## config.mk

```make
export PLATFORM = sky130hd
export DESIGN_NAME = hall_tachometer_motor_ramp
export DESIGN_NICKNAME = d
export VERILOG_FILES = /design/src/rtl/htmr_pkg.sv /design/src/rtl/hall_tachometer_motor_ramp.sv /design/src/rtl/htmr_divider.sv
export SDC_FILE = /design/constraint.sdc
export NUM_CORES = 2
export LEC_CHECK = 0
export BUFFER_PORTS_ARGS = -buffer_cell sky130_fd_sc_hd__buf_2
export CORE_MARGIN = 3
export CORE_UTILIZATION = 53
export CTS_CLUSTER_DIAMETER = 50
export DETAILED_ROUTE_END_ITERATION = 10
export PLACE_DENSITY = 0.78
export SYNTH_ARGS = -nofsm -noshare
export SYNTH_HDL_FRONTEND = slang
export SYNTH_SLANG_ARGS = --single-unit
```

## constraint.sdc

```tcl
create_clock -name clk -period 7.6 [get_ports clk]
set_clock_uncertainty 0.15 [all_clocks]
set_input_delay 1.9 -clock clk [delete_from_list [all_inputs] [get_ports clk]]
set_output_delay 1.9 -clock clk [all_outputs]
set_load 0.01 [all_outputs]
```

## src/rtl/htmr_pkg.sv

```systemverilog
// Shared types, widths and reset values for the hall tachometer and motor ramp block.
`default_nettype none

package htmr_pkg;

  // Default values of the top-level parameters
  localparam int unsigned FILTER_DEPTH_DEF = 8;
  localparam int unsigned SAMPLE_BITS_DEF  = 12;

  // Fixed field widths
  localparam int unsigned CMD_W      = 3;
  localparam int unsigned THR_W      = 12;
  localparam int unsigned PULSE_W    = 12;
  localparam int unsigned MODE_W     = 2;
  localparam int unsigned TIME_W     = 32;
  localparam int unsigned OMEGA_W    = 32;
  localparam int unsigned NUM_W      = 40;
  localparam int unsigned CFG_DATA_W = 64;
  localparam int unsigned CFG_ADDR_W = 6;
  localparam int unsigned CFG_IDX_W  = 3;

  // Configuration reset values
  localparam logic [THR_W-1:0]   ENTRY_THR_RST = 12'hFEC;   // -20
  localparam logic [THR_W-1:0]   EXIT_THR_RST  = 12'd20;
  localparam logic [PULSE_W-1:0] STOP_PULSE_RST  = 12'd1000;
  localparam logic [PULSE_W-1:0] START_PULSE_RST = 12'd1100;
  localparam logic [PULSE_W-1:0] MAX_PULSE_RST   = 12'd2000;
  localparam logic [TIME_W-1:0]  RAMP_INTERVAL_RST = 32'd20000;
  localparam logic [NUM_W-1:0]   OMEGA_NUM_RST     = 40'd379000000000;

  localparam logic [OMEGA_W-1:0] OMEGA_SAT = '1;

  typedef enum logic [CMD_W-1:0] {
    CMD_SAMPLE = 3'd0,
    CMD_START  = 3'd1,
    CMD_STOP   = 3'd2,
    CMD_TARGET = 3'd3,
    CMD_FORCE  = 3'd4
  } cmd_t;

  typedef enum logic [MODE_W-1:0] {
    MODE_STOPPED  = 2'd0,
    MODE_STARTING = 2'd1,
    MODE_SPINNING = 2'd2,
    MODE_STOPPING = 2'd3
  } mode_t;

  typedef enum logic [CFG_IDX_W-1:0] {
    REG_ENTRY_THR     = 3'd0,
    REG_EXIT_THR      = 3'd1,
    REG_STOP_PULSE    = 3'd2,
    REG_START_PULSE   = 3'd3,
    REG_MAX_PULSE     = 3'd4,
    REG_RAMP_INTERVAL = 3'd5,
    REG_OMEGA_NUM     = 3'd6
  } cfg_reg_t;

  typedef enum logic [2:0] {
    ST_IDLE,
    ST_SUM,
    ST_SCALE,
    ST_DECIDE,
    ST_DIVIDE,
    ST_EMIT
  } seq_state_t;

  // Divider request: quotient of {num_hi, num_lo} / den, num_hi < den
  typedef struct packed {
    logic               start;
    logic [OMEGA_W-1:0] num_hi;
    logic [OMEGA_W-1:0] num_lo;
    logic [TIME_W-1:0]  den;
  } div_req_t;

  typedef struct packed {
    logic               done;
    logic [OMEGA_W-1:0] quotient;
  } div_rsp_t;

endpackage

`default_nettype wire

```

## src/rtl/hall_tachometer_motor_ramp.sv

```systemverilog
// Hall tachometer with moving-average filter, marker rate measurement and soft-start ramp.
// Sequence: a command item goes from IDLE to EMIT; a sample item passes SUM, SCALE, DECIDE,
//   and DIVIDE when it enters the marker and the rate goes through the 32-step divider.
// Flow: one item at a time; a new item is taken only in IDLE, which EMIT reaches once the
//   output is free, so an output stall holds the next item. A new item is taken while an
//   earlier result still sits in the output register.
// Reset (rst, synchronous): sequencer idle, config to defaults, ring valid bits cleared so the
//   whole ring reads as zero; no clearing pass, items are taken right after reset.
`default_nettype none

module hall_tachometer_motor_ramp #(
  parameter int unsigned FILTER_DEPTH = htmr_pkg::FILTER_DEPTH_DEF,
  parameter int unsigned SAMPLE_BITS  = htmr_pkg::SAMPLE_BITS_DEF,
  localparam int unsigned IN_W  = ((SAMPLE_BITS + htmr_pkg::TIME_W + htmr_pkg::PULSE_W
                                    + htmr_pkg::MODE_W + 7) / 8) * 8,
  localparam int unsigned OUT_W = ((htmr_pkg::PULSE_W + htmr_pkg::MODE_W + 1
                                    + htmr_pkg::OMEGA_W + SAMPLE_BITS + 7) / 8) * 8
) (
  input  wire logic                             clk,
  input  wire logic                             rst,
  // input item stream
  input  wire logic                             s_tvalid,
  output logic                                  s_tready,
  // hall_sample, now_us, target_pulse, new_state (from bit 0 up)
  input  wire logic [IN_W-1:0]                  s_tdata,
  // cmd
  input  wire logic [htmr_pkg::CMD_W-1:0]       s_tuser,
  // result item stream
  output logic                                  m_tvalid,
  input  wire logic                             m_tready,
  // motor_pulse, spin_state, trigger_pulse, omega_q16, filtered_level (from bit 0 up)
  output logic [OUT_W-1:0]                      m_tdata,
  // omega_new
  output logic [0:0]                            m_tuser,
  // configuration port
  input  wire logic                             psel,
  input  wire logic                             penable,
  input  wire logic                             pwrite,
  input  wire logic [htmr_pkg::CFG_ADDR_W-1:0]  paddr,
  input  wire logic [htmr_pkg::CFG_DATA_W-1:0]  pwdata,
  output logic [htmr_pkg::CFG_DATA_W-1:0]       prdata,
  output logic                                  pready
);
  import htmr_pkg::*;

  // Filter arithmetic: ring sum, its magnitude and a reciprocal multiply for / FILTER_DEPTH.
  // RECIP = ceil(2^SHIFT / depth) gives the exact floor for every magnitude below 2^MAG_W.
  localparam int unsigned POS_W  = (FILTER_DEPTH > 1) ? $clog2(FILTER_DEPTH) : 1;
  localparam int unsigned LOG_D  = $clog2(FILTER_DEPTH);
  localparam int unsigned SUM_W  = SAMPLE_BITS + LOG_D;
  localparam int unsigned MAG_W  = SUM_W;
  localparam int unsigned SHIFT  = MAG_W + LOG_D;
  localparam int unsigned REC_W  = MAG_W + 1;
  localparam int unsigned PROD_W = MAG_W + REC_W;
  localparam logic [63:0] RECIP  = ((64'd1 << SHIFT) + 64'(FILTER_DEPTH) - 64'd1)
                                   / 64'(FILTER_DEPTH);
  localparam int unsigned CMP_W  = ((SAMPLE_BITS > THR_W) ? SAMPLE_BITS : THR_W) + 1;

  // ---------------------------------------------------------------------------
  // Configuration registers
  // ---------------------------------------------------------------------------
  logic [THR_W-1:0]   entry_thr;
  logic [THR_W-1:0]   exit_thr;
  logic [PULSE_W-1:0] stop_pulse;
  logic [PULSE_W-1:0] start_pulse;
  logic [PULSE_W-1:0] max_pulse;
  logic [TIME_W-1:0]  ramp_interval;
  logic [NUM_W-1:0]   omega_num;

  logic     cfg_write;
  cfg_reg_t cfg_idx;

  assign pready    = 1'b1;
  assign cfg_write = psel && penable && pwrite && pready;
  assign cfg_idx   = cfg_reg_t'(paddr[CFG_ADDR_W-1:3]);

  always_ff @(posedge clk) begin
    if (rst) begin
      entry_thr     <= ENTRY_THR_RST;
      exit_thr      <= EXIT_THR_RST;
      stop_pulse    <= STOP_PULSE_RST;
      start_pulse   <= START_PULSE_RST;
      max_pulse     <= MAX_PULSE_RST;
      ramp_interval <= RAMP_INTERVAL_RST;
      omega_num     <= OMEGA_NUM_RST;
    end else if (cfg_write) begin
      case (cfg_idx)
        REG_ENTRY_THR:     entry_thr     <= pwdata[THR_W-1:0];
        REG_EXIT_THR:      exit_thr      <= pwdata[THR_W-1:0];
        REG_STOP_PULSE:    stop_pulse    <= pwdata[PULSE_W-1:0];
        REG_START_PULSE:   start_pulse   <= pwdata[PULSE_W-1:0];
        REG_MAX_PULSE:     max_pulse     <= pwdata[PULSE_W-1:0];
        REG_RAMP_INTERVAL: ramp_interval <= pwdata[TIME_W-1:0];
        REG_OMEGA_NUM:     omega_num     <= pwdata[NUM_W-1:0];
        default: ;
      endcase
    end
  end

  always_comb begin
    case (cfg_idx)
      REG_ENTRY_THR:     prdata = CFG_DATA_W'(entry_thr);
      REG_EXIT_THR:      prdata = CFG_DATA_W'(exit_thr);
      REG_STOP_PULSE:    prdata = CFG_DATA_W'(stop_pulse);
      REG_START_PULSE:   prdata = CFG_DATA_W'(start_pulse);
      REG_MAX_PULSE:     prdata = CFG_DATA_W'(max_pulse);
      REG_RAMP_INTERVAL: prdata = CFG_DATA_W'(ramp_interval);
      REG_OMEGA_NUM:     prdata = CFG_DATA_W'(omega_num);
      default:           prdata = '0;
    endcase
  end

  // ---------------------------------------------------------------------------
  // Input unpacking
  // ---------------------------------------------------------------------------
  logic [SAMPLE_BITS-1:0] in_sample;
  logic [TIME_W-1:0]      in_now;
  logic [PULSE_W-1:0]     in_target;
  logic [MODE_W-1:0]      in_new_state;
  cmd_t                   in_cmd;

  assign in_sample    = s_tdata[SAMPLE_BITS-1:0];
  assign in_now       = s_tdata[SAMPLE_BITS +: TIME_W];
  assign in_target    = s_tdata[SAMPLE_BITS + TIME_W +: PULSE_W];
  assign in_new_state = s_tdata[SAMPLE_BITS + TIME_W + PULSE_W +: MODE_W];
  assign in_cmd       = cmd_t'(s_tuser);

  // ---------------------------------------------------------------------------
  // Sequencer
  // ---------------------------------------------------------------------------
  seq_state_t state;
  seq_state_t state_next;

  logic accept;
  logic out_free;
  logic rd_en;
  logic out_load;
  logic div_start;
  logic dec_entry;
  logic dec_sat;

  div_req_t div_req;
  div_rsp_t div_rsp;

  assign accept   = s_tvalid && s_tready;
  assign out_free = !m_tvalid || m_tready;

  always_comb begin
    state_next = state;
    case (state)
      ST_IDLE:   if (s_tvalid) begin
                   state_next = (in_cmd == CMD_SAMPLE) ? ST_SUM : ST_EMIT;
                 end
      ST_SUM:    state_next = ST_SCALE;
      ST_SCALE:  state_next = ST_DECIDE;
      ST_DECIDE: state_next = (dec_entry && !dec_sat) ? ST_DIVIDE : ST_EMIT;
      ST_DIVIDE: if (div_rsp.done) begin
                   state_next = ST_EMIT;
                 end
      ST_EMIT:   if (out_free) begin
                   state_next = ST_IDLE;
                 end
      default:   state_next = ST_IDLE;
    endcase
  end

  always_comb begin
    s_tready  = (state == ST_IDLE);
    rd_en     = (state == ST_IDLE) && s_tvalid;
    div_start = (state == ST_DECIDE) && dec_entry && !dec_sat;
    out_load  = (state == ST_EMIT) && out_free;
  end

  always_ff @(posedge clk) begin
    if (rst) begin
      state <= ST_IDLE;
    end else begin
      state <= state_next;
    end
  end

  // ---------------------------------------------------------------------------
  // Sample ring: synchronous memory, one read per item and one write per sample item.
  // Entries never written read as zero through the valid bits.
  // ---------------------------------------------------------------------------
  logic [SAMPLE_BITS-1:0] ring_mem [FILTER_DEPTH];
  logic [SAMPLE_BITS-1:0] ring_rd;
  logic [FILTER_DEPTH-1:0] ring_valid;
  logic [POS_W-1:0]       ring_pos;
  logic signed [SUM_W-1:0] ring_sum;
  logic signed [SUM_W-1:0] ring_sum_next;
  logic signed [SAMPLE_BITS-1:0] old_s;
  logic signed [SAMPLE_BITS-1:0] new_s;

  // item latches
  logic [SAMPLE_BITS-1:0] sample_r;
  logic [TIME_W-1:0]      now_r;

  always_ff @(posedge clk) begin
    if (rd_en) begin
      ring_rd <= ring_mem[ring_pos];
    end
    if (state == ST_SUM) begin
      ring_mem[ring_pos] <= sample_r;
    end
  end

  assign old_s = ring_valid[ring_pos] ? $signed(ring_rd) : '0;
  assign new_s = $signed(sample_r);
  assign ring_sum_next = ring_sum + SUM_W'(new_s) - SUM_W'(old_s);

  always_ff @(posedge clk) begin
    if (rst) begin
      ring_valid <= '0;
      ring_pos   <= '0;
      ring_sum   <= '0;
    end else if (state == ST_SUM) begin
      ring_valid[ring_pos] <= 1'b1;
      ring_sum             <= ring_sum_next;
      ring_pos <= (ring_pos == POS_W'(FILTER_DEPTH - 1)) ? '0 : ring_pos + POS_W'(1);
    end
  end

  always_ff @(posedge clk) begin
    if (accept) begin
      sample_r <= in_sample;
      now_r    <= in_now;
    end
  end

  // Average: magnitude times reciprocal, registered, then sign restored
  logic [MAG_W-1:0]       sum_mag;
  logic [PROD_W-1:0]      prod;
  logic                   prod_neg;
  logic [SAMPLE_BITS-1:0] lvl_mag;
  logic [SAMPLE_BITS-1:0] lvl_calc;

  assign sum_mag = ring_sum[SUM_W-1] ? MAG_W'(-ring_sum) : MAG_W'(ring_sum);

  always_ff @(posedge clk) begin
    if (state == ST_SCALE) begin
      prod     <= PROD_W'(sum_mag) * PROD_W'(RECIP[REC_W-1:0]);
      prod_neg <= ring_sum[SUM_W-1];
    end
  end

  assign lvl_mag  = prod[SHIFT +: SAMPLE_BITS];
  assign lvl_calc = prod_neg ? (~lvl_mag + SAMPLE_BITS'(1)) : lvl_mag;

  // ---------------------------------------------------------------------------
  // Marker detection and rate
  // ---------------------------------------------------------------------------
  logic                   inside_marker;
  logic [TIME_W-1:0]      exit_time;
  logic [OMEGA_W-1:0]     omega;
  logic [SAMPLE_BITS-1:0] level;
  logic                   trig_r;
  logic                   fresh_r;

  logic signed [CMP_W-1:0] lvl_x;
  logic signed [CMP_W-1:0] entry_x;
  logic signed [CMP_W-1:0] exit_x;
  logic                    dec_exit;
  logic [TIME_W-1:0]       delay;

  assign lvl_x   = CMP_W'($signed(lvl_calc));
  assign entry_x = CMP_W'($signed(entry_thr));
  assign exit_x  = CMP_W'($signed(exit_thr));
  assign dec_entry = !inside_marker && (lvl_x <= entry_x);
  assign dec_exit  = inside_marker && (lvl_x >= exit_x);
  assign delay     = now_r - exit_time;
  // quotient overflows 32 bits exactly when the top numerator bits reach the delay
  assign dec_sat   = (delay == '0) || (TIME_W'(omega_num[NUM_W-1:OMEGA_W]) >= delay);

  assign div_req.start  = div_start;
  assign div_req.num_hi = OMEGA_W'(omega_num[NUM_W-1:OMEGA_W]);
  assign div_req.num_lo = omega_num[OMEGA_W-1:0];
  assign div_req.den    = delay;

  htmr_divider u_div (
    .clk (clk),
    .rst (rst),
    .req (div_req),
    .rsp (div_rsp)
  );

  always_ff @(posedge clk) begin
    if (rst) begin
      inside_marker <= 1'b0;
      exit_time     <= '0;
      omega         <= '0;
      level         <= '0;
      trig_r        <= 1'b0;
      fresh_r       <= 1'b0;
    end else begin
      if (accept) begin
        trig_r  <= 1'b0;
        fresh_r <= 1'b0;
      end
      if (state == ST_DECIDE) begin
        level <= lvl_calc;
        if (dec_entry) begin
          inside_marker <= 1'b1;
          fresh_r       <= 1'b1;
          if (dec_sat) begin
            omega <= OMEGA_SAT;
          end
        end else if (dec_exit) begin
          inside_marker <= 1'b0;
          exit_time     <= now_r;
          trig_r        <= 1'b1;
        end
      end
      if (state == ST_DIVIDE && div_rsp.done) begin
        omega <= div_rsp.quotient;
      end
    end
  end

  // ---------------------------------------------------------------------------
  // Soft-start controller: runs once per sample item, commands act on acceptance
  // ---------------------------------------------------------------------------
  mode_t              mode;
  logic [PULSE_W-1:0] pulse;
  logic [PULSE_W-1:0] desired;
  logic [TIME_W-1:0]  last_ramp;

  logic               due;
  logic [PULSE_W-1:0] spin_step;
  logic [PULSE_W-1:0] spin_hi;
  logic [PULSE_W-1:0] spin_clamped;

  assign due          = (now_r - last_ramp) > ramp_interval;
  assign spin_step    = (pulse < desired) ? pulse + PULSE_W'(1) : pulse - PULSE_W'(1);
  assign spin_hi      = (spin_step >= max_pulse) ? max_pulse : spin_step;
  // stop_pulse wins when the two limits cross
  assign spin_clamped = (spin_hi <= stop_pulse) ? stop_pulse : spin_hi;

  always_ff @(posedge clk) begin
    if (rst) begin
      mode      <= MODE_STOPPED;
      pulse     <= STOP_PULSE_RST;
      desired   <= STOP_PULSE_RST;
      last_ramp <= '0;
    end else if (accept && in_cmd != CMD_SAMPLE) begin
      case (in_cmd)
        CMD_START:  mode    <= MODE_STARTING;
        CMD_STOP:   mode    <= MODE_STOPPING;
        CMD_TARGET: desired <= in_target;
        CMD_FORCE:  mode    <= mode_t'(in_new_state);
        default: ;
      endcase
    end else if (state == ST_DECIDE) begin
      case (mode)
        MODE_STARTING: begin
          if (pulse >= start_pulse) begin
            mode <= MODE_SPINNING;
          end else if (due) begin
            pulse     <= pulse + PULSE_W'(1);
            last_ramp <= now_r;
          end
        end
        MODE_SPINNING: begin
          if (due && desired != pulse) begin
            pulse     <= spin_clamped;
            last_ramp <= now_r;
          end
        end
        MODE_STOPPING: begin
          if (pulse < start_pulse) begin
            mode <= MODE_STOPPED;
          end else if (due) begin
            if (pulse != '0) begin
              pulse <= pulse - PULSE_W'(1);
            end
            last_ramp <= now_r;
          end
        end
        default: pulse <= stop_pulse;
      endcase
    end
  end

  // ---------------------------------------------------------------------------
  // Output register
  // ---------------------------------------------------------------------------
  logic [PULSE_W-1:0]     out_pulse;
  logic [MODE_W-1:0]      out_mode;
  logic                   out_trig;
  logic [OMEGA_W-1:0]     out_omega;
  logic                   out_fresh;
  logic [SAMPLE_BITS-1:0] out_level;

  always_ff @(posedge clk) begin
    if (rst) begin
      m_tvalid <= 1'b0;
    end else if (out_load) begin
      m_tvalid <= 1'b1;
    end else if (m_tready) begin
      m_tvalid <= 1'b0;
    end
  end

  always_ff @(posedge clk) begin
    if (out_load) begin
      out_pulse <= pulse;
      out_mode  <= mode;
      out_trig  <= trig_r;
      out_omega <= omega;
      out_fresh <= fresh_r;
      out_level <= level;
    end
  end

  assign m_tdata    = OUT_W'({out_level, out_omega, out_trig, out_mode, out_pulse});
  assign m_tuser[0] = out_fresh;

  // ---------------------------------------------------------------------------
  // Assertions
  // ---------------------------------------------------------------------------
  // divider finishes only while the sequencer waits for it
  assert property (@(posedge clk) disable iff (rst) div_rsp.done |-> state == ST_DIVIDE)
    else $error("divider finished outside the divide wait");

  // one step never both enters and leaves the marker
  assert property (@(posedge clk) disable iff (rst) m_tvalid |-> !(out_trig && out_fresh))
    else $error("trigger and new rate reported in the same item");

  // ring pointer stays inside the ring
  assert property (@(posedge clk) disable iff (rst) ring_pos <= POS_W'(FILTER_DEPTH - 1))
    else $error("ring pointer out of range");

  // divider is started only from a marker entry that did not saturate
  assert property (@(posedge clk) disable iff (rst)
    div_req.start |=> state == ST_DIVIDE && inside_marker && fresh_r)
    else $error("divider started without a marker entry");

endmodule

`default_nettype wire

```

## src/rtl/htmr_divider.sv

```systemverilog
// Radix-2 restoring divider, one quotient bit per cycle.
`default_nettype none

module htmr_divider (
  input  wire logic               clk,
  input  wire logic               rst,
  input  wire htmr_pkg::div_req_t req,
  output htmr_pkg::div_rsp_t      rsp
);
  import htmr_pkg::*;

  localparam int unsigned CNT_W = $clog2(OMEGA_W + 1);

  logic [OMEGA_W-1:0] rem;
  logic [OMEGA_W-1:0] quo;
  logic [TIME_W-1:0]  den;
  logic [CNT_W-1:0]   cnt;
  logic               busy;
  logic               done;

  logic [OMEGA_W:0]   shifted;
  logic [OMEGA_W:0]   diff;

  assign shifted = {rem, quo[OMEGA_W-1]};
  assign diff    = shifted - {1'b0, den};

  always_ff @(posedge clk) begin
    if (rst) begin
      busy <= 1'b0;
      done <= 1'b0;
      cnt  <= '0;
    end else begin
      done <= 1'b0;
      if (req.start) begin
        busy <= 1'b1;
        cnt  <= CNT_W'(OMEGA_W);
      end else if (busy) begin
        cnt <= cnt - CNT_W'(1);
        if (cnt == CNT_W'(1)) begin
          busy <= 1'b0;
          done <= 1'b1;
        end
      end
    end
  end

  always_ff @(posedge clk) begin
    if (req.start) begin
      rem <= req.num_hi;
      quo <= req.num_lo;
      den <= req.den;
    end else if (busy) begin
      // keep the remainder below the divisor
      if (!diff[OMEGA_W]) begin
        rem <= diff[OMEGA_W-1:0];
        quo <= {quo[OMEGA_W-2:0], 1'b1};
      end else begin
        rem <= shifted[OMEGA_W-1:0];
        quo <= {quo[OMEGA_W-2:0], 1'b0};
      end
    end
  end

  assign rsp.done     = done;
  assign rsp.quotient = quo;

endmodule

`default_nettype wire
```

; ---- Word level (Yosys, flattened, before mapping)
; Memory sizes are Yosys's and may differ from the RTL's. A register that Yosys moved wholly into a read port is not among the register bits.
; Index checks and enable logic that the tools add are counted.
[word_totals]
ram_bits = 96
n_memories = 1
wordCells = 217
reg_bits = 523
[op_classes]
n_bitwise = 5
reduce_logical = 50
muxes = 65
add_sub_neg = 11
magnitude_cmp = 11
eq_ne = 33
[mem_list]
columns = name, depth, width, read_ports, rd_clocked_by_memory_dff, wr, line
row1 = ring_mem, 8, 12, 1, 1, 1, hall_tachometer_motor_ramp.sv:186  ; logic [SAMPLE_BITS-1:0] ring_mem [FILTER_DEPTH];
[ops]
columns = op, count
row1 = 32-bit 2-to-1 mux, 11
row2 = 40-bit case mux with 7 select lines, 1
row3 = 12-bit 2-to-1 mux, 11
row4 = 32-bit case mux with 3 select lines, 1
row5 = 32-bit subtractor, 2
row6 = 12-bit greater-or-equal comparator, 3
row7 = 12-bit case mux with 3 select lines, 1
row8 = 33-bit by 32-bit subtractor with 33-bit output, 1
row9 = 8-bit by 32-bit greater-or-equal comparator with 1-bit output, 1
row10 = 32-bit > comparator, 1
row11 = 32-bit logical NOT, 1
row12 = 12-bit by 1-bit adder with 12-bit output (second input constant), 2
row13 = 12-bit less-or-equal comparator, 2
row14 = 12-bit less-than comparator, 2
row15 = 3-bit == test (second input constant), 7
row16 = 1-bit 2-to-1 mux, 21
row17 = 3-bit by 2-bit == test with 1-bit output (second input constant), 6
row18 = 3-bit case mux with 6 select lines, 1
row19 = 2-bit AND reduction, 9
row20 = 8-bit 2-to-1 mux, 2
row21 = 2-bit != test (second input constant), 8
row22 = 15-bit by 12-bit adder with 15-bit output, 1
row23 = 3-bit 2-to-1 mux, 5
row24 = 15-bit negator, 1
row25 = other kinds (37), 74

; ---- Logic depth before layout (Yosys ltp)
[logic_depth]
ltp_word = 8
mapped_depth = 36
ltp_nobuf = 31

; ---- Cells and area by module
; A second synthesis with hierarchy kept.
[hier_totals]
cells_unflattened = 3707
area_unflattened_um2 = 35176.2
[by_module_without_submodules]
columns = mod, instances, area_each_um2, cells_per_inst
row1 = hall_tachometer_motor_ramp, 1, 28961.5, 3136
row2 = htmr_divider, 1, 6214.7, 571

; ---- Least setup slack after synthesis
; No wires, ideal clock.
[synth_timing]
path_type = register to register
start = register pulse[0]
end = register pulse[7]
n_path_buf = 5
path_stages_with_launch = 33
setup_time_ps = 120
setup_slack_ps = 986
required_ps = 7330
arrival_time_ps = 6344
cell_sequence = dfxtp_1 -> clkbuf_1 -> inv_1 -> ha_1 -> nor2b_1 -> o21a_1 -> o21a_1 -> o21bai_1 -> o211ai_1 -> buf_1 -> mux2i_1 -> xnor2_1 -> ha_1 -> a21o_1 -> a21oi_1 -> nor2b_1 -> o21ai_0 -> nand2_1 -> o221ai_1 -> a21oi_1 -> clkbuf_1 -> mux2_2 -> ha_1 -> nand4_1 -> or2_2 -> o221ai_1 -> o21a_1 -> clkbuf_1 -> buf_1 -> mux2i_1 -> o22ai_1 -> and3_1 -> a211o_1
[synth_between]
elab_chain_len = 8
elab_cells_between_ends = 25
classes_between = add/sub (2) / order compare (5) / eq/ne (5) / mux (10) / reduce/logical (3)
[synth_rtl]
columns = element, line
row1 = from (decl), hall_tachometer_motor_ramp.sv:324  ; logic [PULSE_W-1:0] pulse;
row2 = from (signal assigned), hall_tachometer_motor_ramp.sv:359  ; pulse <= pulse + PULSE_W'(1);
row3 = from (signal assigned), hall_tachometer_motor_ramp.sv:365  ; pulse <= spin_clamped;
row4 = from (signal assigned), hall_tachometer_motor_ramp.sv:374  ; pulse <= pulse - PULSE_W'(1);
row5 = 12-bit by 1-bit subtractor with 12-bit output (tied with other cells), "hall_tachometer_motor_ramp.sv:334, hall_tachometer_motor_ramp.sv:374"
row6 = 12-bit 2-to-1 mux, hall_tachometer_motor_ramp.sv:334  ; assign spin_step = (pulse < desired) ? pulse + PULSE_W'(1) : pulse - PULSE_W'(1);
row7 = 12-bit greater-or-equal comparator, hall_tachometer_motor_ramp.sv:335  ; assign spin_hi = (spin_step >= max_pulse) ? max_pulse : spin_step;
row8 = 12-bit 2-to-1 mux, hall_tachometer_motor_ramp.sv:335
row9 = 12-bit less-or-equal comparator, hall_tachometer_motor_ramp.sv:337  ; assign spin_clamped = (spin_hi <= stop_pulse) ? stop_pulse : spin_hi;
row10 = 12-bit 2-to-1 mux, hall_tachometer_motor_ramp.sv:337
row11 = 12-bit 2-to-1 mux, hall_tachometer_motor_ramp.sv:364  ; if (due && desired != pulse) begin
row12 = 12-bit case mux with 3 select lines, hall_tachometer_motor_ramp.sv:354  ; case (mode)
; Parallel ways exist; a longest one is shown, timed or not. The select of a mux whose other input is x is not followed.
; A chain may end at the register's enable or synchronous reset.

; ---- Final worst setup path
[layout_timing]
start = register now_r[0]
end = register pulse[7]
[layout_between]
elab_chain_len = 5
elab_cells_between_ends = 7
classes_between = add/sub (1) / order compare (1) / eq/ne (3) / reduce/logical (2)
[layout_rtl]
columns = element, line
row1 = from (decl), hall_tachometer_motor_ramp.sv:197  ; logic [TIME_W-1:0] now_r;
row2 = from (signal assigned), hall_tachometer_motor_ramp.sv:227  ; now_r <= in_now;
row3 = 32-bit subtractor (*), hall_tachometer_motor_ramp.sv:333  ; assign due = (now_r - last_ramp) > ramp_interval;
row4 = 32-bit > comparator (*), hall_tachometer_motor_ramp.sv:333
row5 = 1-bit logical AND, hall_tachometer_motor_ramp.sv:364
row6 = 2-bit != test (no line), --
row7 = 8-bit AND reduction (no line) (*), --
; Mark *: on every way between the ends. The rest lies on a longest branch, timed or not.

==> run_results.csv <==
group,metric,value,unit
route,drt-initial-drc-count,2391,
sta,slew_headroom,0.204,
sta,fmaxAchievable,147,MHz
sta,fin_crit_sh,0.897,
route,total_routed_wirelength,89100,µm
die,floorplan.die.height,261,µm
cells_and_area,final_core_utilization,0.608,
grt,gr-usage-all-layers,0.258,
pwr,power.switching,3.69,mW
die,die_wd,261,µm
clock_network,clock_tree.buffer_depth,3,
pwr,power.internal,7.49,mW
placement,post-dp-hpwl,63700,µm
sta,finalWorstSetupSlack,0.783,ns
clock_network,clk_root_buffer_cell,"sky130_fd_sc_hd__clkbuf_16",
critical_path,timing.critical_path.slowest_stage_cell,"sky130_fd_sc_hd__a31oi_1",
die,starting_density,0.540,
sta,layout_min_cycle_time,6.82,ns
route,post_drt_via_cell_ratio,5.74,
critical_path,cp.required,7.97,ns
sta,timing_max_transition_violations_final,0,
cells_and_area,layout-area-overhead-vs-synth,12.6,%
sta,setup_violations,0,
synth,synth_sequential_area_ratio,0.452,
clock_network,postCtsHoldBufs,0,
sta,worstMarginPinSlew,1.19,ns
cells_and_area,share_of_cells_above_drive_strength_1,0.135,
grt,grt_pass1_vias,25167,
sta,final_hold_slack,0.277,ns
clock_network,insertion_delay,0.63,ns
grt,grt_antenna_before_repair,3,
critical_path,path_class,"flop to flop",
sta,sum_neg_setup_slack,0,ns
critical_path,timing.critical_path.slowest_cell_delay,0.58,ns
clock_network,clk_pin_slew_worst_paths,0.06,ns
synth,synthDistinctLibCells,84,
outcome,outcome,"finished clean",
route,route.vias.total,26865,
pwr,share_clk_of_total_power,0.326,
cells_and_area,n_fill_cell,5206,
pwr,vdd_drop_max,0.000234,V
pwr,sw_frac_of_total,0.330,
die,design.die.area,0.0680,mm²
critical_path,worst_setup_path_end_kind,"flop",
route,drtPass1Iterations,6,
sta,hold_violations_final,0,
synth,yosysWarnings,0,
clock_network,cts-htree-levels,3,
clock_network,clock_sink_count,628,
synth,postSynth.asyncResetShare,0,
die,pin_count,276,
synth,syn-mean-instance-area,9.55,µm²
synth,netlist_instances,3601,
sta,rsz0062_at_grt,"no",
run,maxCapViolCount,0,
critical_path,cp_arrival,7.18,ns
cells_and_area,seqCellArea,0.0155,mm²
route,ant_nets,0,
cells_and_area,nets,4158,
pwr,total_design_power,11.2,mW
critical_path,regToRegSetupSlack,0.78,ns
cells_and_area,total_area_of_multi_input_combinational_cells,0.0170,mm²
clock_network,cts_resized,0,
route,drcViolationCount,0,
pwr,powerDensity,289,mW/mm²
synth,count_of_flip_flops_with_a_built_in_enable_after_synthesis,297,
clock_network,cts_tree,"done",
clock_network,post_cts_buffers,0,
die,design.core.area,0.0637,mm²
grt,grt_max_degree,160,
synth,post_synthesis_instance_area,0.0344,mm²
route,wl_per_cell,19.0,µm
grt,global_route_wire_length_before_repair,138000,µm
cells_and_area,final_cell_mix,"sky130_fd_sc_hd__nand2_1, sky130_fd_sc_hd__dfxtp_1, sky130_fd_sc_hd__inv_1, sky130_fd_sc_hd__edfxtp_1, sky130_fd_sc_hd__nor2_1",
pwr,static-leakage-power,15.3,nW
grt,globalRoute.totalOverflow,0,
synth,synth_ff_type,"sky130_fd_sc_hd__dfxtp_1",
placement,portBuffers,212,
critical_path,timing.critical_path.fanout_max,18,
clock_network,cts_inserted_buffers,77,
pwr,share_seq_of_total_power,0.369,
worst_hold_path,holdCritPathClass,"flop to flop",
synth,ys_seq_elements,628,
pwr,combPwrFrac,0.305,
die,placement_rows,92,
placement,place.gp.congestion,0.923,
critical_path,critPathLaunchType,"flop",
cells_and_area,layout.cells.most_common,"sky130_fd_sc_hd__nand2_1",
placement,dp_slack,0.909,ns
power groups by stage:
stage | Clock (mW) | Combinational [mW] | Sequential [mW]
after floorplan | 0 | 2.67 | 4.10
after global placement | 0 | 3.27 | 4.18
after detailed placement | 0 | 3.36 | 4.19
after CTS | 3.69 | 3.39 | 4.12
after global routing | 3.83 | 3.81 | 4.16
final | 3.64 | 3.41 | 4.13
registers in the layout, indices dropped and copies added (netlist names), 15 cells and up:
name	count
last_ramp	32
ring_sum	15
ramp_interval	32
u_div.quo	32
now_r	32
out_omega	32
omega_num	40
u_div.den	32
omega	32
u_div.rem	32
ring_mem	96
exit_time	32
final timing paths:
| kind | start | end | cells past startpoint |
|---|---|---|---|
| worst max-delay path | now_r[0] | pulse[7] | 28 |
| worst min-delay path | level[8] | out_level[8] | 0 |
| worst min register to register | level[8] | out_level[8] | 0 |
| worst max register to register | now_r[0] | pulse[7] | 28 |
stage by stage:
step	instances	area [µm²]
3_3_place_gp	4535	36200
5_1_grt	4679	38700
3_5_place_dp	4535	36200
2_1_floorplan	3629	34500
6_report	4679	38700
4_1_cts	4677	38700
final cells by class:
class / instances / area share
antenna: 2 / 0.000129
clock buffer: 98 / 0.0545
clock inverter: 44 / 0.0110
inverter: 304 / 0.0295
multi-input combinational: 2493 / 0.438
sequential: 628 / 0.401
tap: 846 / 0.0273
timing repair buffer: 264 / 0.0384
routing by layer:
layer | wire (µm) | share of wire | up-vias | global-route usage
met5 | 20 | 0.00022 | - | 0
met4 | 3430 | 0.038 | 2 | 0.109
met3 | 7650 | 0.086 | 192 | 0.0533
met2 | 39900 | 0.45 | 1031 | 0.401
met1 | 38100 | 0.43 | 12663 | 0.349
li1 | - | - | 12977 | -
cell families after synthesis:
family,Yosys count,synth area share
AND/OR/NAND/NOR,1047,0.135
AO/OA/AOI/OAI,849,0.156
XOR/XNOR,136,0.0352
flip-flops,628,0.452
buffers and inverters,508,0.0600
multiplexers,185,0.0684
adder cells (fa/ha/maj),246,0.0932
other,2,0.000218
synth_stat cells, drive strengths merged, types with 5 or more instances:
cell,instances,share of area
fa,17,0.0099
or2,7,0.0013
nor3b,6,0.0015
a21oi,278,0.040
xnor2,95,0.025
o21a,42,0.0092
inv,304,0.033
a21o,68,0.015
or4,7,0.0015
xor2,41,0.010
nand3,78,0.011
o21bai,13,0.0028
or3,13,0.0024
nor2b,38,0.0069
a221oi,5,0.0015
clkbuf,145,0.016
mux4,22,0.014
a221o,8,0.0023
a211o,6,0.0015
o2111ai,11,0.0033
o221ai,8,0.0020
a31oi,17,0.0031
mux2,72,0.028
o21ai,191,0.028
edfxtp,297,0.26
and2,17,0.0031
nand2b,26,0.0047
a22oi,22,0.0048
o31ai,10,0.0022
nor2,300,0.033
and3,27,0.0049
a22o,26,0.0066
buf,59,0.011
ha,229,0.083
nand4,23,0.0042
nand2,423,0.046
a21boi,10,0.0022
o211ai,55,0.012
nor4,10,0.0018
mux2i,91,0.026
a211oi,36,0.0079
dfxtp,331,0.19
nor3,61,0.0089
o22ai,6,0.0011
critical path, delay by kind of cell (launching register included):
family | cells | cell delay [ns]
compound gates | 15 | 3.49
simple gates | 7 | 1.54
fa+ha+maj | 3 | 0.84
flops | 1 | 0.42
buf+inv | 2 | 0.17
xor+xnor | 1 | 0.09
(Power assumes the default switching activity.)
